`config.mk`:
```
export PLATFORM = sky130hd
export DESIGN_NAME = chunked_crc32c_signer_flat
export DESIGN_NICKNAME = d
export VERILOG_FILES = /design/src/sv/ccs_pkg.sv /design/src/sv/ccs_byte_if.sv /design/src/sv/ccs_result_if.sv /design/src/sv/ccs_in_reg.sv /design/src/sv/ccs_chunk_engine.sv /design/src/sv/ccs_out_reg.sv /design/src/sv/chunked_crc32c_signer.sv /design/src/flat_wrapper.sv
export SDC_FILE = /design/constraint.sdc
export NUM_CORES = 1
export LEC_CHECK = 0
export BUFFER_PORTS_ARGS = -buffer_cell sky130_fd_sc_hd__buf_2
export CAP_MARGIN = 10
export CORE_UTILIZATION = 55
export CTS_CLUSTER_SIZE = 10
export DETAILED_ROUTE_END_ITERATION = 8
export PLACE_DENSITY_LB_ADDON = 0.12
export SETUP_SLACK_MARGIN = 0.15
export SLEW_MARGIN = 20
export SYNTH_ARGS = -nofsm -noshare
export SYNTH_HDL_FRONTEND = slang
export SYNTH_HIERARCHICAL = 1
export SYNTH_SLANG_ARGS = --single-unit
export TNS_END_PERCENT = 20
```
`constraint.sdc`:
```
create_clock -name clk -period 5.6 [get_ports clk]
set_input_delay 1.12 -clock clk [delete_from_list [all_inputs] [get_ports clk]]
set_output_delay 1.12 -clock clk [all_outputs]
set_load 0.1 [all_outputs]
```
`src/sv/ccs_pkg.sv`:
```
// ----------------------------------------------------------------------------
// ccs_pkg
// Shared constants and the byte-wise CRC-32C update for the chunked signer.
// ----------------------------------------------------------------------------
`default_nettype none

package ccs_pkg;

  // reflected Castagnoli polynomial
  localparam logic [31:0] CRC32C_POLY = 32'h82F6_3B78;

  // default widths of the byte counter and the chunk index
  localparam int CHUNK_COUNT_WIDTH_DEF = 24;
  localparam int INDEX_WIDTH_DEF       = 16;

  // chunk size after reset, before truncation to the counter width
  localparam logic [31:0] CHUNK_BYTES_RESET = 32'd1048576;

  // one byte through the reflected crc, lsb first
  function automatic logic [31:0] crc32c_byte(input logic [31:0] crc_in,
                                              input logic [7:0]  data);
    logic [31:0] crc;
    crc = crc_in ^ {24'd0, data};
    for (int k = 0; k < 8; k++) begin
      if (crc[0]) begin
        crc = (crc >> 1) ^ CRC32C_POLY;
      end else begin
        crc = crc >> 1;
      end
    end
    return crc;
  endfunction

endpackage

`default_nettype wire

```
`src/sv/ccs_byte_if.sv`:
```
// ----------------------------------------------------------------------------
// ccs_byte_if
// Valid/ready channel carrying one segment byte and its end-of-segment mark.
// ----------------------------------------------------------------------------
`default_nettype none

interface ccs_byte_if;

  logic       valid;
  logic       ready;
  logic [7:0] data_byte;
  logic       segment_end;

  modport source (output valid, output data_byte, output segment_end, input ready);
  modport sink   (input valid, input data_byte, input segment_end, output ready);

endinterface

`default_nettype wire

```
`src/sv/ccs_result_if.sv`:
```
// ----------------------------------------------------------------------------
// ccs_result_if
// Valid/ready channel carrying one chunk CRC result with its index and flags.
// ----------------------------------------------------------------------------
`default_nettype none

interface ccs_result_if #(
  parameter int INDEX_WIDTH = ccs_pkg::INDEX_WIDTH_DEF
);

  logic                   valid;
  logic                   ready;
  logic [31:0]            chunk_crc;
  logic [INDEX_WIDTH-1:0] chunk_number;
  logic                   partial_chunk;
  logic                   last_of_segment;

  modport source (output valid, output chunk_crc, output chunk_number,
                  output partial_chunk, output last_of_segment, input ready);
  modport sink   (input valid, input chunk_crc, input chunk_number,
                  input partial_chunk, input last_of_segment, output ready);

endinterface

`default_nettype wire

```
`src/sv/ccs_in_reg.sv`:
```
// ----------------------------------------------------------------------------
// ccs_in_reg
// Input register stage: captures one byte beat per cycle from the stream while downstream takes them.
// ----------------------------------------------------------------------------
`default_nettype none

module ccs_in_reg (
  input  wire logic    clk,
  input  wire logic    rst,
  ccs_byte_if.sink     byte_in,
  ccs_byte_if.source   byte_out
);

  logic       valid_q;
  logic [7:0] data_byte_q;
  logic       segment_end_q;

  // stage frees up when empty or when its beat moves on
  assign byte_in.ready = !valid_q || byte_out.ready;

  // valid flag
  always_ff @(posedge clk) begin
    if (rst) begin
      valid_q <= 1'b0;
    end else if (byte_in.ready) begin
      valid_q <= byte_in.valid;
    end
  end

  // payload
  always_ff @(posedge clk) begin
    if (byte_in.valid && byte_in.ready) begin
      data_byte_q   <= byte_in.data_byte;
      segment_end_q <= byte_in.segment_end;
    end
  end

  assign byte_out.valid       = valid_q;
  assign byte_out.data_byte   = data_byte_q;
  assign byte_out.segment_end = segment_end_q;

endmodule

`default_nettype wire

```
`src/sv/ccs_chunk_engine.sv`:
```
// ----------------------------------------------------------------------------
// ccs_chunk_engine
// Running CRC, chunk byte count and chunk index; closes chunks and forms
// the result beat.
// ----------------------------------------------------------------------------
`default_nettype none

module ccs_chunk_engine #(
  parameter int CHUNK_COUNT_WIDTH = ccs_pkg::CHUNK_COUNT_WIDTH_DEF,
  parameter int INDEX_WIDTH       = ccs_pkg::INDEX_WIDTH_DEF
) (
  input  wire logic                         clk,
  input  wire logic                         rst,
  input  wire logic                         cfg_we,
  input  wire logic [CHUNK_COUNT_WIDTH-1:0] cfg_wdata,
  ccs_byte_if.sink                          byte_in,
  ccs_result_if.source                      result_out
);

  import ccs_pkg::*;

  logic [CHUNK_COUNT_WIDTH-1:0] chunk_bytes;
  logic [31:0]                  running_crc;
  logic [CHUNK_COUNT_WIDTH-1:0] bytes_in_chunk;
  logic [INDEX_WIDTH-1:0]       chunk_counter;

  logic [CHUNK_COUNT_WIDTH-1:0] size_eff;
  logic [31:0]                  crc_next;
  logic [CHUNK_COUNT_WIDTH-1:0] count_next;
  logic                         full;
  logic                         emit;
  logic                         fire;

  // chunk size register, a size of zero behaves as one
  always_ff @(posedge clk) begin
    if (rst) begin
      chunk_bytes <= CHUNK_BYTES_RESET[CHUNK_COUNT_WIDTH-1:0];
    end else if (cfg_we) begin
      chunk_bytes <= cfg_wdata;
    end
  end

  assign size_eff = (chunk_bytes == '0) ? CHUNK_COUNT_WIDTH'(1) : chunk_bytes;

  // byte update and chunk close decision
  assign crc_next   = crc32c_byte(running_crc, byte_in.data_byte);
  assign count_next = bytes_in_chunk + CHUNK_COUNT_WIDTH'(1);
  assign full       = (count_next >= size_eff);
  assign emit       = full || byte_in.segment_end;

  // a beat without a result never waits on the output side
  assign byte_in.ready = !emit || result_out.ready;
  assign fire          = byte_in.valid && byte_in.ready;

  // result beat
  assign result_out.valid           = byte_in.valid && emit;
  assign result_out.chunk_crc       = crc_next;
  assign result_out.chunk_number    = chunk_counter;
  assign result_out.partial_chunk   = !full;
  assign result_out.last_of_segment = byte_in.segment_end;

  // chunk state
  always_ff @(posedge clk) begin
    if (rst) begin
      running_crc    <= '0;
      bytes_in_chunk <= '0;
      chunk_counter  <= '0;
    end else if (fire) begin
      if (emit) begin
        running_crc    <= '0;
        bytes_in_chunk <= '0;
        if (byte_in.segment_end) begin
          chunk_counter <= '0;
        end else begin
          chunk_counter <= chunk_counter + INDEX_WIDTH'(1);
        end
      end else begin
        running_crc    <= crc_next;
        bytes_in_chunk <= count_next;
      end
    end
  end

endmodule

`default_nettype wire

```
`src/sv/ccs_out_reg.sv`:
```
// ----------------------------------------------------------------------------
// ccs_out_reg
// Output register stage: holds one result beat until the receiver takes it.
// ----------------------------------------------------------------------------
`default_nettype none

module ccs_out_reg #(
  parameter int INDEX_WIDTH = ccs_pkg::INDEX_WIDTH_DEF
) (
  input  wire logic      clk,
  input  wire logic      rst,
  ccs_result_if.sink     result_in,
  ccs_result_if.source   result_out
);

  logic                   valid_q;
  logic [31:0]            chunk_crc_q;
  logic [INDEX_WIDTH-1:0] chunk_number_q;
  logic                   partial_chunk_q;
  logic                   last_of_segment_q;

  // room when empty or when the held beat leaves this cycle
  assign result_in.ready = !valid_q || result_out.ready;

  // valid flag
  always_ff @(posedge clk) begin
    if (rst) begin
      valid_q <= 1'b0;
    end else if (result_in.ready) begin
      valid_q <= result_in.valid;
    end
  end

  // payload
  always_ff @(posedge clk) begin
    if (result_in.valid && result_in.ready) begin
      chunk_crc_q       <= result_in.chunk_crc;
      chunk_number_q    <= result_in.chunk_number;
      partial_chunk_q   <= result_in.partial_chunk;
      last_of_segment_q <= result_in.last_of_segment;
    end
  end

  assign result_out.valid           = valid_q;
  assign result_out.chunk_crc       = chunk_crc_q;
  assign result_out.chunk_number    = chunk_number_q;
  assign result_out.partial_chunk   = partial_chunk_q;
  assign result_out.last_of_segment = last_of_segment_q;

endmodule

`default_nettype wire

```
`src/sv/chunked_crc32c_signer.sv`:
```
// ----------------------------------------------------------------------------
// chunked_crc32c_signer
// Cuts a byte segment into chunks and signs each chunk with its CRC-32C.
// ----------------------------------------------------------------------------
// byte_in carries one segment byte per beat, segment_end marking the last
// byte. result_out carries one beat per finished chunk: the CRC-32C
// (reflected 0x82F63B78, init 0, no final xor), the chunk index within the
// segment, a partial flag for a short closing chunk and a last-of-segment
// flag. cfg_we/cfg_wdata set the chunk size in bytes; write it only while
// no bytes are in flight. A size of zero acts as one byte.
// Throughput is one byte per cycle except while a chunk-closing byte waits
// on a full result register: the CRC byte update is a single xor network
// between the input and result registers; a byte passes both, in that order.
// Reset clears the running CRC, byte count and chunk index, empties both
// register stages and loads the default chunk size.
// When the receiver stalls the result register holds its beat; bytes that
// close no chunk still flow, and the input stops only once a second result
// would need the full output register.
// ----------------------------------------------------------------------------
`default_nettype none

module chunked_crc32c_signer #(
  parameter int CHUNK_COUNT_WIDTH = ccs_pkg::CHUNK_COUNT_WIDTH_DEF,
  parameter int INDEX_WIDTH       = ccs_pkg::INDEX_WIDTH_DEF
) (
  input  wire logic                         clk,
  input  wire logic                         rst,
  input  wire logic                         cfg_we,
  input  wire logic [CHUNK_COUNT_WIDTH-1:0] cfg_wdata,
  ccs_byte_if.sink                          byte_in,
  ccs_result_if.source                      result_out
);

  import ccs_pkg::*;

  ccs_byte_if                                 byte_q ();
  ccs_result_if #(.INDEX_WIDTH(INDEX_WIDTH)) result_d ();

  // input register
  ccs_in_reg u_in_reg (
    .clk      (clk),
    .rst      (rst),
    .byte_in  (byte_in),
    .byte_out (byte_q)
  );

  // chunk state and crc update
  ccs_chunk_engine #(
    .CHUNK_COUNT_WIDTH (CHUNK_COUNT_WIDTH),
    .INDEX_WIDTH       (INDEX_WIDTH)
  ) u_engine (
    .clk        (clk),
    .rst        (rst),
    .cfg_we     (cfg_we),
    .cfg_wdata  (cfg_wdata),
    .byte_in    (byte_q),
    .result_out (result_d)
  );

  // result register
  ccs_out_reg #(
    .INDEX_WIDTH (INDEX_WIDTH)
  ) u_out_reg (
    .clk        (clk),
    .rst        (rst),
    .result_in  (result_d),
    .result_out (result_out)
  );

endmodule

`default_nettype wire

```
`src/flat_wrapper.sv`:
```
// flat-port wrapper written by rule: the top's interface ports become plain ports
module chunked_crc32c_signer_flat import ccs_pkg::*;
#(
  parameter int CHUNK_COUNT_WIDTH = ccs_pkg::CHUNK_COUNT_WIDTH_DEF,
  parameter int INDEX_WIDTH       = ccs_pkg::INDEX_WIDTH_DEF
)
  (clk, rst, cfg_we, cfg_wdata, byte_in_valid, byte_in_data_byte, byte_in_segment_end, byte_in_ready, result_out_valid, result_out_chunk_crc, result_out_chunk_number, result_out_partial_chunk, result_out_last_of_segment, result_out_ready);
  ccs_byte_if byte_in_i ();
  ccs_result_if #(.INDEX_WIDTH(INDEX_WIDTH)) result_out_i ();
  input  wire logic clk;
  input  wire logic rst;
  input  wire logic cfg_we;
  input  wire logic [CHUNK_COUNT_WIDTH-1:0] cfg_wdata;
  input wire logic [$bits(byte_in_i.valid)-1:0] byte_in_valid;
  input wire logic [$bits(byte_in_i.data_byte)-1:0] byte_in_data_byte;
  input wire logic [$bits(byte_in_i.segment_end)-1:0] byte_in_segment_end;
  output wire logic [$bits(byte_in_i.ready)-1:0] byte_in_ready;
  output wire logic [$bits(result_out_i.valid)-1:0] result_out_valid;
  output wire logic [$bits(result_out_i.chunk_crc)-1:0] result_out_chunk_crc;
  output wire logic [$bits(result_out_i.chunk_number)-1:0] result_out_chunk_number;
  output wire logic [$bits(result_out_i.partial_chunk)-1:0] result_out_partial_chunk;
  output wire logic [$bits(result_out_i.last_of_segment)-1:0] result_out_last_of_segment;
  input wire logic [$bits(result_out_i.ready)-1:0] result_out_ready;
  assign byte_in_i.valid = byte_in_valid;
  assign byte_in_i.data_byte = byte_in_data_byte;
  assign byte_in_i.segment_end = byte_in_segment_end;
  assign byte_in_ready = byte_in_i.ready;
  assign result_out_valid = result_out_i.valid;
  assign result_out_chunk_crc = result_out_i.chunk_crc;
  assign result_out_chunk_number = result_out_i.chunk_number;
  assign result_out_partial_chunk = result_out_i.partial_chunk;
  assign result_out_last_of_segment = result_out_i.last_of_segment;
  assign result_out_i.ready = result_out_ready;
  chunked_crc32c_signer #(.CHUNK_COUNT_WIDTH(CHUNK_COUNT_WIDTH), .INDEX_WIDTH(INDEX_WIDTH)) u_core (.clk(clk), .rst(rst), .cfg_we(cfg_we), .cfg_wdata(cfg_wdata), .byte_in(byte_in_i), .result_out(result_out_i));
endmodule
```
# Yosys cells after proc, flatten, opt, wreduce, memory -nomap -nowiden
# Cells that the tools add are included.
[totals]
ram_bits = 0
output_inout_bits = 52
ff_bits = 157
latchBits = 0
rom_bits = 0
mem_count = 0
[classes]
n_eq_ne = 0
reduce_logical = 14
mux = 12
addsub = 2
n_div = 0
order_cmp = 1
n_shift = 0
mul = 0
bitwise = 9
[ops]
columns = ["operator", "n"]
rows = [
  ["32-bit 2-to-1 mux", 9],
  ["16-bit inverter with 17-bit output", 8],
  ["24-bit 2-to-1 mux", 2],
  ["32-bit by 8-bit bitwise XOR with 32-bit output", 1],
  ["24-bit by 1-bit adder with 24-bit output, second input constant", 1],
  ["24-bit >= comparator", 1],
  ["24-bit zero test", 1],
  ["16-bit by 1-bit adder with 16-bit output, second input constant", 1],
  ["16-bit 2-to-1 mux", 1],
  ["1-bit logical AND", 4],
  ["1-bit zero test", 4],
  ["1-bit logical OR", 4],
  ["2-bit AND reduction", 1],
]

# Logic depth before layout (Yosys ltp)
# Gate-level depths: netlist (run 1).
[logic_depth]
word_depth = 18
mapped_depth = 18
ltp_nobuf = 15

# Cells and area by module
# Netlist (run 1), hierarchy kept.
[by_module_without_submodules]
columns = ["mod", "area_per_inst_um2", "cells_each", "instances", "seq_area_each_um2"]
rows = [
  ["ccs_chunk_engine", 5660.4, 618, 1, 1921.8],
  ["ccs_out_reg", 1556.5, 55, 1, 1521.5],
  ["ccs_in_reg", 325.3, 14, 1, 290.3],
]

# Least setup slack after synthesis (run 1)
# No wires, ideal clock.
[synth_timing]
path_kind = "register to output"
start = "reg u_core.u_engine.bytes_in_chunk[2]"
end = "out byte_in_ready"
slack_ps = 899
n_path_buf = 0
required_time_ps = 4480
stages_incl_launch_ff = 13
arrival_ps = 3581
path_cell_list = "dfxtp_1 and3_1 nand4_1 nor4_1 and3_1 xor2_1 ha_1 nand4_1 nor4_1 and4_1 a21oi_2 or2_2 nand2b_4"
[synth_via]
elab_chain_len = 6
[synth_lines]
columns = ["item", "line_no", "source"]
rows = [
  ["from (decl)", "ccs_chunk_engine.sv:24", "logic [CHUNK_COUNT_WIDTH-1:0] bytes_in_chunk;"],
  ["from (signal assigned)", "ccs_chunk_engine.sv:79", "bytes_in_chunk <= count_next;"],
  ["24-bit by 1-bit adder with 24-bit output", "ccs_chunk_engine.sv:47", "assign count_next = bytes_in_chunk + CHUNK_COUNT_WIDTH'(1);"],
  ["24-bit >= comparator", "ccs_chunk_engine.sv:48", "assign full = (count_next >= size_eff);"],
  ["1-bit logical OR", "ccs_chunk_engine.sv:49", "assign emit = full || byte_in.segment_end;"],
  ["1-bit zero test", "ccs_chunk_engine.sv:52", "assign byte_in.ready = !emit || result_out.ready;"],
  ["1-bit logical OR", "ccs_chunk_engine.sv:52", ""],
  ["named net u_core.byte_q.ready", "ccs_byte_if.sv:10", "logic ready;"],
  ["1-bit logical OR", "ccs_in_reg.sv:19", "assign byte_in.ready = !valid_q || byte_out.ready;"],
  ["to (decl)", "flat_wrapper.sv:17", "output wire logic [$bits(byte_in_i.ready)-1:0] byte_in_ready;"],
]
# The timed path passes the listed nets, and every way through them passes these cells.

# Worst setup path after layout (run 1)
# Same ends and word-level chain as after synthesis.

==> metrics.csv, run 1 <==
metric,value,unit
netSwitchingPower,1350,uW
grt_usage,24.3,%
ant_nets,0,
synth_flop_cell,dfxtp_1,
yosys_register_bits,157,
async_flop_share,0,%
drc,0,
synth-simple-area-share,12.8,%
grt_max_degree,57,
min_path_type,reg -> reg,
grt_pass1_wl,26500,microns
core-area,13300,sq um
grt.overflow.total,0,
num_vias,5350,
fillCellCount,1036,
gp_congestion,0.874,
clock_skew,0.00650,ns
rsz0062_at_grt,no,
dieArea,14200,sq um
portBuffers,89,
nNetsFinal,833,
power_frac_seq,37.0,%
total_power,3820,uW
synthAdderAreaFrac,4.31,%
finalHoldViolCount,0,
wl,16300,microns
p_comb_share,32.9,%
pwr-share-clk,30.1,%
cts_hold_buf,0,
tns,0,ns
period_minus_slack,5.12,ns
via_per_inst,5.58,
dpl.hpwl,11100,microns
row_count,42,
worstSetupEndpointType,output port,
synth_cell_types,58,
n_antenna_cell,0,
crit_type,reg -> out,
synth.cell_area,7540,sq um
cp.arrival,4.00,ns
max_freq,195,MHz
slew_headroom,29.7,%
die_width,119,microns
p_leak,0.00347,uW
synth_compound_area_share,11.5,%
ioPinCount,90,
drv_cap,0,
slew_viol_final,0,
die_h,119,microns
start_util,56.7,%
yosysSeqAreaShare,49.5,%
power.density,436,nW/um^2
drt_first_pass_iters,5,
clk_path_buf_depth,2,
final_layout_size_suffix_gt1_share,20.5,%
path_max_fanout,8,
worst_ep_required_time,4.48,ns
cp-start-kind,register,
status,finished clean,
finalCritPeriodShare,91.4,%
muxShareOfSynthArea,4.35,%
synth_nets,751,
detail_route.wl_per_cell,17.0,microns
cts_root_buf,clkbuf_16,
setup_viol,0,
grt_pass1_vias,5199,
clock_sinks,157,
max-vdd-ir-drop,0.264,mV
synth_xor_area_share,14.1,%
cts_tree,done,
grt_antenna_before_repair,0,
synth_edf_count,59,
synth_warnings,6,
drt-initial-drc-count,324,
clk_pin_slew,0.06,ns
power.internal,2470,uW
synth_area_per_cell,11.0,sq um
synth_cells,687,
worst_pin_slew,1.05,ns
cts-htree-levels,4,
syn_to_final_growth,16.3,%
swShare,35.3,%
cts_buffers,17,
synth_top_family_by_area,XOR/XNOR gates,
clock_latency,0.43,ns
-- synthesized netlist by cell type, types with 7 or more instances --
| cell type | instances | area, sq um |
|---|---|---|
| a21oi_1 | 9 | 45.0 |
| a22o_1 | 43 | 377 |
| a41oi_1 | 11 | 96.3 |
| and3_1 | 13 | 81.3 |
| clkbuf_1 | 23 | 86.3 |
| dfxtp_1 | 98 | 1960 |
| edfxtp_1 | 59 | 1770 |
| ha_1 | 26 | 325 |
| inv_1 | 34 | 128 |
| mux2i_1 | 26 | 260 |
| nand2_1 | 38 | 143 |
| nand3_1 | 14 | 70.1 |
| nand4_1 | 7 | 43.8 |
| nor2_1 | 64 | 240 |
| nor3_1 | 11 | 55.1 |
| nor4_1 | 9 | 56.3 |
| nor4b_1 | 11 | 96.3 |
| o21ai_0 | 16 | 80.1 |
| xnor2_1 | 73 | 639 |
| xor2_1 | 21 | 184 |
-- worst max-delay path: stages (launching register included) --
cell and delay [ns]:
dfxtp_1 0.45, and3_1 0.25, nand4_1 0.11, buf_4 0.18
nor4_1 0.28, buf_4 0.19, nand3_1 0.10, xnor2_1 0.24
ha_1 0.29, a21o_1 0.18, a21o_1 0.18, a22oi_1 0.22
nand4b_1 0.23, a21oi_2 0.22, or2_2 0.14, nand2b_4 0.14
buf_12 0.18
-- layout make-up --
cell class / count / area [sq um] / area share [%]
sequential: 157 / 3730 / 42.6
multi-input combinational: 462 / 3560 / 40.6
clock buffer: 23 / 520 / 5.94
inverter: 35 / 131 / 1.50
timing repair buffer: 96 / 526 / 5.99
tap: 176 / 220 / 2.51
clock inverter: 9 / 78.8 / 0.899
-- cells by family after synthesis --
kind of cell / Yosys count
mux: 32
simple gates: 189
compound gates: 109
fa+ha+maj: 26
buf+inv: 68
xor+xnor: 106
flops: 157
-- routing by layer --
| metal | GRT usage (%) | vias to the layer above | wire length (microns) |
|---|---|---|---|
| met5 | 0 | - | 0 |
| met4 | 10.4 | 0 | 399 |
| met3 | 6.03 | 28 | 638 |
| met2 | 39.7 | 139 | 7980 |
| met1 | 30.4 | 2571 | 7270 |
| li1 | - | 2612 | - |
-- flip-flops by register name, summed over array words and instances (netlist names) --
signal,flops
u_core/u_engine/running_crc,32
u_core/u_out_reg/result_out.chunk_crc,32
u_core/u_engine/bytes_in_chunk,24
u_core/u_engine/chunk_bytes,24
u_core/u_engine/result_out.chunk_number,16
u_core/u_out_reg/result_out.chunk_number,16
u_core/u_in_reg/byte_out.data_byte,8
u_core/u_in_reg/byte_out.segment_end,1
u_core/u_in_reg/byte_out.valid,1
u_core/u_out_reg/result_out.last_of_segment,1
u_core/u_out_reg/result_out.partial_chunk,1
u_core/u_out_reg/result_out.valid,1
-- power groups by stage --
stage | Sequential, uW | Clock (uW) | Combinational (uW)
floorplan | 1740 | 0 | 709
global placement | 1430 | 0 | 1240
detailed placement | 1440 | 0 | 1260
CTS | 1410 | 1170 | 1260
global route | 1420 | 1220 | 1340
finish | 1410 | 1150 | 1260
-- stage by stage --
stage	utilization, %	instances	instance area [sq um]	hold WS, ns	setup WS, ns
6_report	66.0	958	8770	0.487	0.482
5_1_grt	66.0	958	8770	0.482	0.150
4_1_cts	65.9	958	8760	0.478	0.229
3_5_place_dp	61.4	926	8160	0.462	0.695
3_3_place_gp	61.4	926	8160	0.459	0.742
2_1_floorplan	-	687	7540	0.442	0.899
-- what timing repair did --
item / CTS / global route
gates resized for setup: 0 / 3
setup buffers: 0 / 0
setup endpoints to repair: 0 / 1
-- path summary, 6_finish.rpt --
kind	start	endpoint	slack, ns	cells past startpoint
max	u_core/u_engine/bytes_in_chunk[2]$_SDFFE_PP0P_	byte_in_ready	0.48	16
min	u_core/u_engine/bytes_in_chunk[10]$_SDFFE_PP0P_	u_core/u_engine/bytes_in_chunk[10]$_SDFFE_PP0P_	0.49	1
min reg2reg	u_core/u_engine/bytes_in_chunk[10]$_SDFFE_PP0P_	u_core/u_engine/bytes_in_chunk[10]$_SDFFE_PP0P_	0.49	1
max reg2reg	u_core/u_engine/bytes_in_chunk[2]$_SDFFE_PP0P_	u_core/u_engine/bytes_in_chunk[20]$_SDFFE_PP0P_	1.19	16
-- placed cells by master, fill, tap and decap left out, drive strengths merged, types with 6 or more instances in the layout --
cell type  synthesis  layout
mux2               6       6
a22o              43      43
buf               10      96
a21oi             12      12
nand2             38      38
and2               7       7
a41oi             11      11
nor2              64      64
clkinv             1       6
nor4               9       9
nor3              11      11
a2bb2oi            6       6
nand4              7       7
ha                26      26
dfxtp             98      98
nand3             14      14
xnor2             77      77
edfxtp            59      59
and3              13      13
xor2              29      29
inv               34      36
nor4b             11      11
clkbuf            23      23
mux2i             26      26
o21ai             17      17
a221o              6       6
Note: power is estimated with default switching activity, not from simulation.
==> inputs of run 2 (changes only) <==
- CORE_UTILIZATION: 55 -> 53
==> metrics.csv, run 2 (synthesized netlist as in run 1, its figures left out) <==
metric,value,unit,change
clock_latency,0.44,ns,about the same
cts-htree-levels,4,,unchanged
layout_common_cells,"96 x dfxtp_1, 88 x buf_2, 73 x xnor2_1",,
max-vdd-ir-drop,0.207,mV,-22%
drc,0,,unchanged
slew_headroom,34.4,%,+4.7 points
worst_ep_required_time,4.48,ns,about the same
slew_viol_final,0,,unchanged
start_util,54.3,%,-2.4 points
postCtsSetupBuffers,0,,unchanged
drt-initial-drc-count,322,,-0.62%
num_vias,5317,,-0.62%
min_path_type,reg -> reg,,
cp-start-kind,register,,
fillCellCount,1119,,+8.0%
fin_cells,962,,+0.42%
final_layout_size_suffix_gt1_share,20.8,%,+0.38 points
finalCritPeriodShare,91.8,%,+0.39 points
p_leak,0.00346,uW,-0.46%
worstSetupEndpointType,output port,,
period_minus_slack,5.14,ns,+0.0219 ns
gp_congestion,0.868,,-0.71%
row_count,43,,+2.4%
cts_hold_buf,0,,unchanged
rsz0062_at_grt,no,,
drv_cap,0,,unchanged
via_per_inst,5.53,,-1.0%
path_max_fanout,8,,unchanged
design_area,8790,sq um,+0.23%
placed_cells,930,,+0.43%
cts_buffers,17,,unchanged
clk_pin_slew,0.06,ns,about the same
cp.arrival,4.02,ns,+0.02 ns
status,finished clean,,
core-area,13900,sq um,+4.4%
detail_route.wl_per_cell,16.8,microns,-1.1%
die_h,121,microns,+1.8%
max_freq,195,MHz,-0.43%
grt.overflow.total,0,,unchanged
clock_skew,0.0184,ns,+0.0119 ns
grt_antenna_before_repair,0,,unchanged
dieArea,14700,sq um,+3.7%
grt_usage,23.6,%,-0.66 points
utilization,63.3,%,-2.6 points
crit_type,reg -> out,,
total_power,3860,uW,+0.98%
die_width,121,microns,+1.8%
drt_first_pass_iters,4,,-1
final_common_cell,dfxtp_1,,
tns,0,ns,unchanged
wl,16200,microns,-0.67%
grt_max_degree,57,,unchanged
syn_to_final_growth,16.5,%,
ant_nets,0,,unchanged
clock_sinks,157,,unchanged
placed_cell_area,8150,sq um,-0.12%
cts_tree,done,,
clk_path_buf_depth,2,,unchanged
setup_viol,0,,unchanged
nNetsFinal,833,,unchanged
dpl.hpwl,11500,microns,+3.1%
n_antenna_cell,0,,unchanged
grt_pass1_vias,5276,,+1.5%
portBuffers,89,,unchanged
grt_pass1_wl,26600,microns,+0.42%
finalHoldViolCount,0,,unchanged
worst_pin_slew,0.983,ns,-0.0669 ns
ioPinCount,90,,unchanged
cts_root_buf,clkbuf_16,,
power.density,439,nW/um^2,+0.75%
==> run 2: cell types whose count changed in the layout (fill, tap and decap cells not counted), sizes merged <==
cell / previous run / this run
bufinv: 1 / 3
clkinvlp: 1 / 3
clkbuf: 23 / 19
==> run 2: report_power, final <==
part	internal, uW	leakage (uW)	total (uW)	switching [uW]
Combinational	413	0.00184	1260	850
Sequential	1360	0.00133	1410	51.2
Clock	714	0.000288	1180	467
Total	2490	0.00346	3860	1370
==> run 2: area by class of cell <==
| class | count | area [sq um] | share of cell area, % |
|---|---|---|---|
| timing repair buffer | 96 | 517 | 5.88 |
| clock buffer | 19 | 443 | 5.04 |
| tap | 180 | 225 | 2.56 |
| clock inverter | 13 | 165 | 1.88 |
| multi-input combinational | 462 | 3570 | 40.6 |
| sequential | 157 | 3740 | 42.5 |
| inverter | 35 | 131 | 1.49 |
==> run 2: metrics by stage <==
stage	hold WS (ns)	worst slack, ns
floorplan	0.442	0.899
global placement	0.459	0.617
detailed placement	0.458	0.491
CTS	0.478	0.224
global route	0.490	0.226
finish	0.477	0.460
==> run 2: routing by layer <==
layer	track usage (%)	share of wire [%]	vias to the layer above
met1	30.4	47	2562
li1	-	-	2626
met3	4.65	3.7	11
met2	39.0	49	118
met4	8.80	0.91	0
met5	0	0	-
==> run 2: path summary, 6_finish.rpt <==
| check | endpoint | slack [ns] | start | cells past startpoint |
|---|---|---|---|---|
| worst min register to register | u_core/u_engine/bytes_in_chunk[10]$_SDFFE_PP0P_ | 0.48 | u_core/u_engine/bytes_in_chunk[10]$_SDFFE_PP0P_ | 1 |
| worst max register to register | u_core/u_engine/running_crc[5]$_SDFFE_PP0P_ | 1.14 | u_core/u_engine/bytes_in_chunk[3]$_SDFFE_PP0P_ | 15 |
| worst max-delay path | byte_in_ready | 0.46 | u_core/u_engine/bytes_in_chunk[3]$_SDFFE_PP0P_ | 16 |
| worst min-delay path | u_core/u_engine/bytes_in_chunk[10]$_SDFFE_PP0P_ | 0.48 | u_core/u_engine/bytes_in_chunk[10]$_SDFFE_PP0P_ | 1 |
==> run 2: what timing repair did <==
item,CTS,global route
gates resized for setup,4,5
endpoints found under the setup margin,1,1
pin swaps,0,2
==> run 2: worst max-delay path: stages, from the launching register on <==
cell      delay, ns
dfxtp_1        0.41
and3_1         0.24
nand4_1        0.11
buf_4          0.19
nor4_1         0.35
buf_4          0.20
and3_1         0.20
xor2_1         0.09
ha_1           0.30
nand4_1        0.18
nor4_2         0.26
a22oi_1        0.14
nand4b_1       0.21
a21oi_2        0.07
or2_2          0.28
nand2b_4       0.16
buf_6          0.19
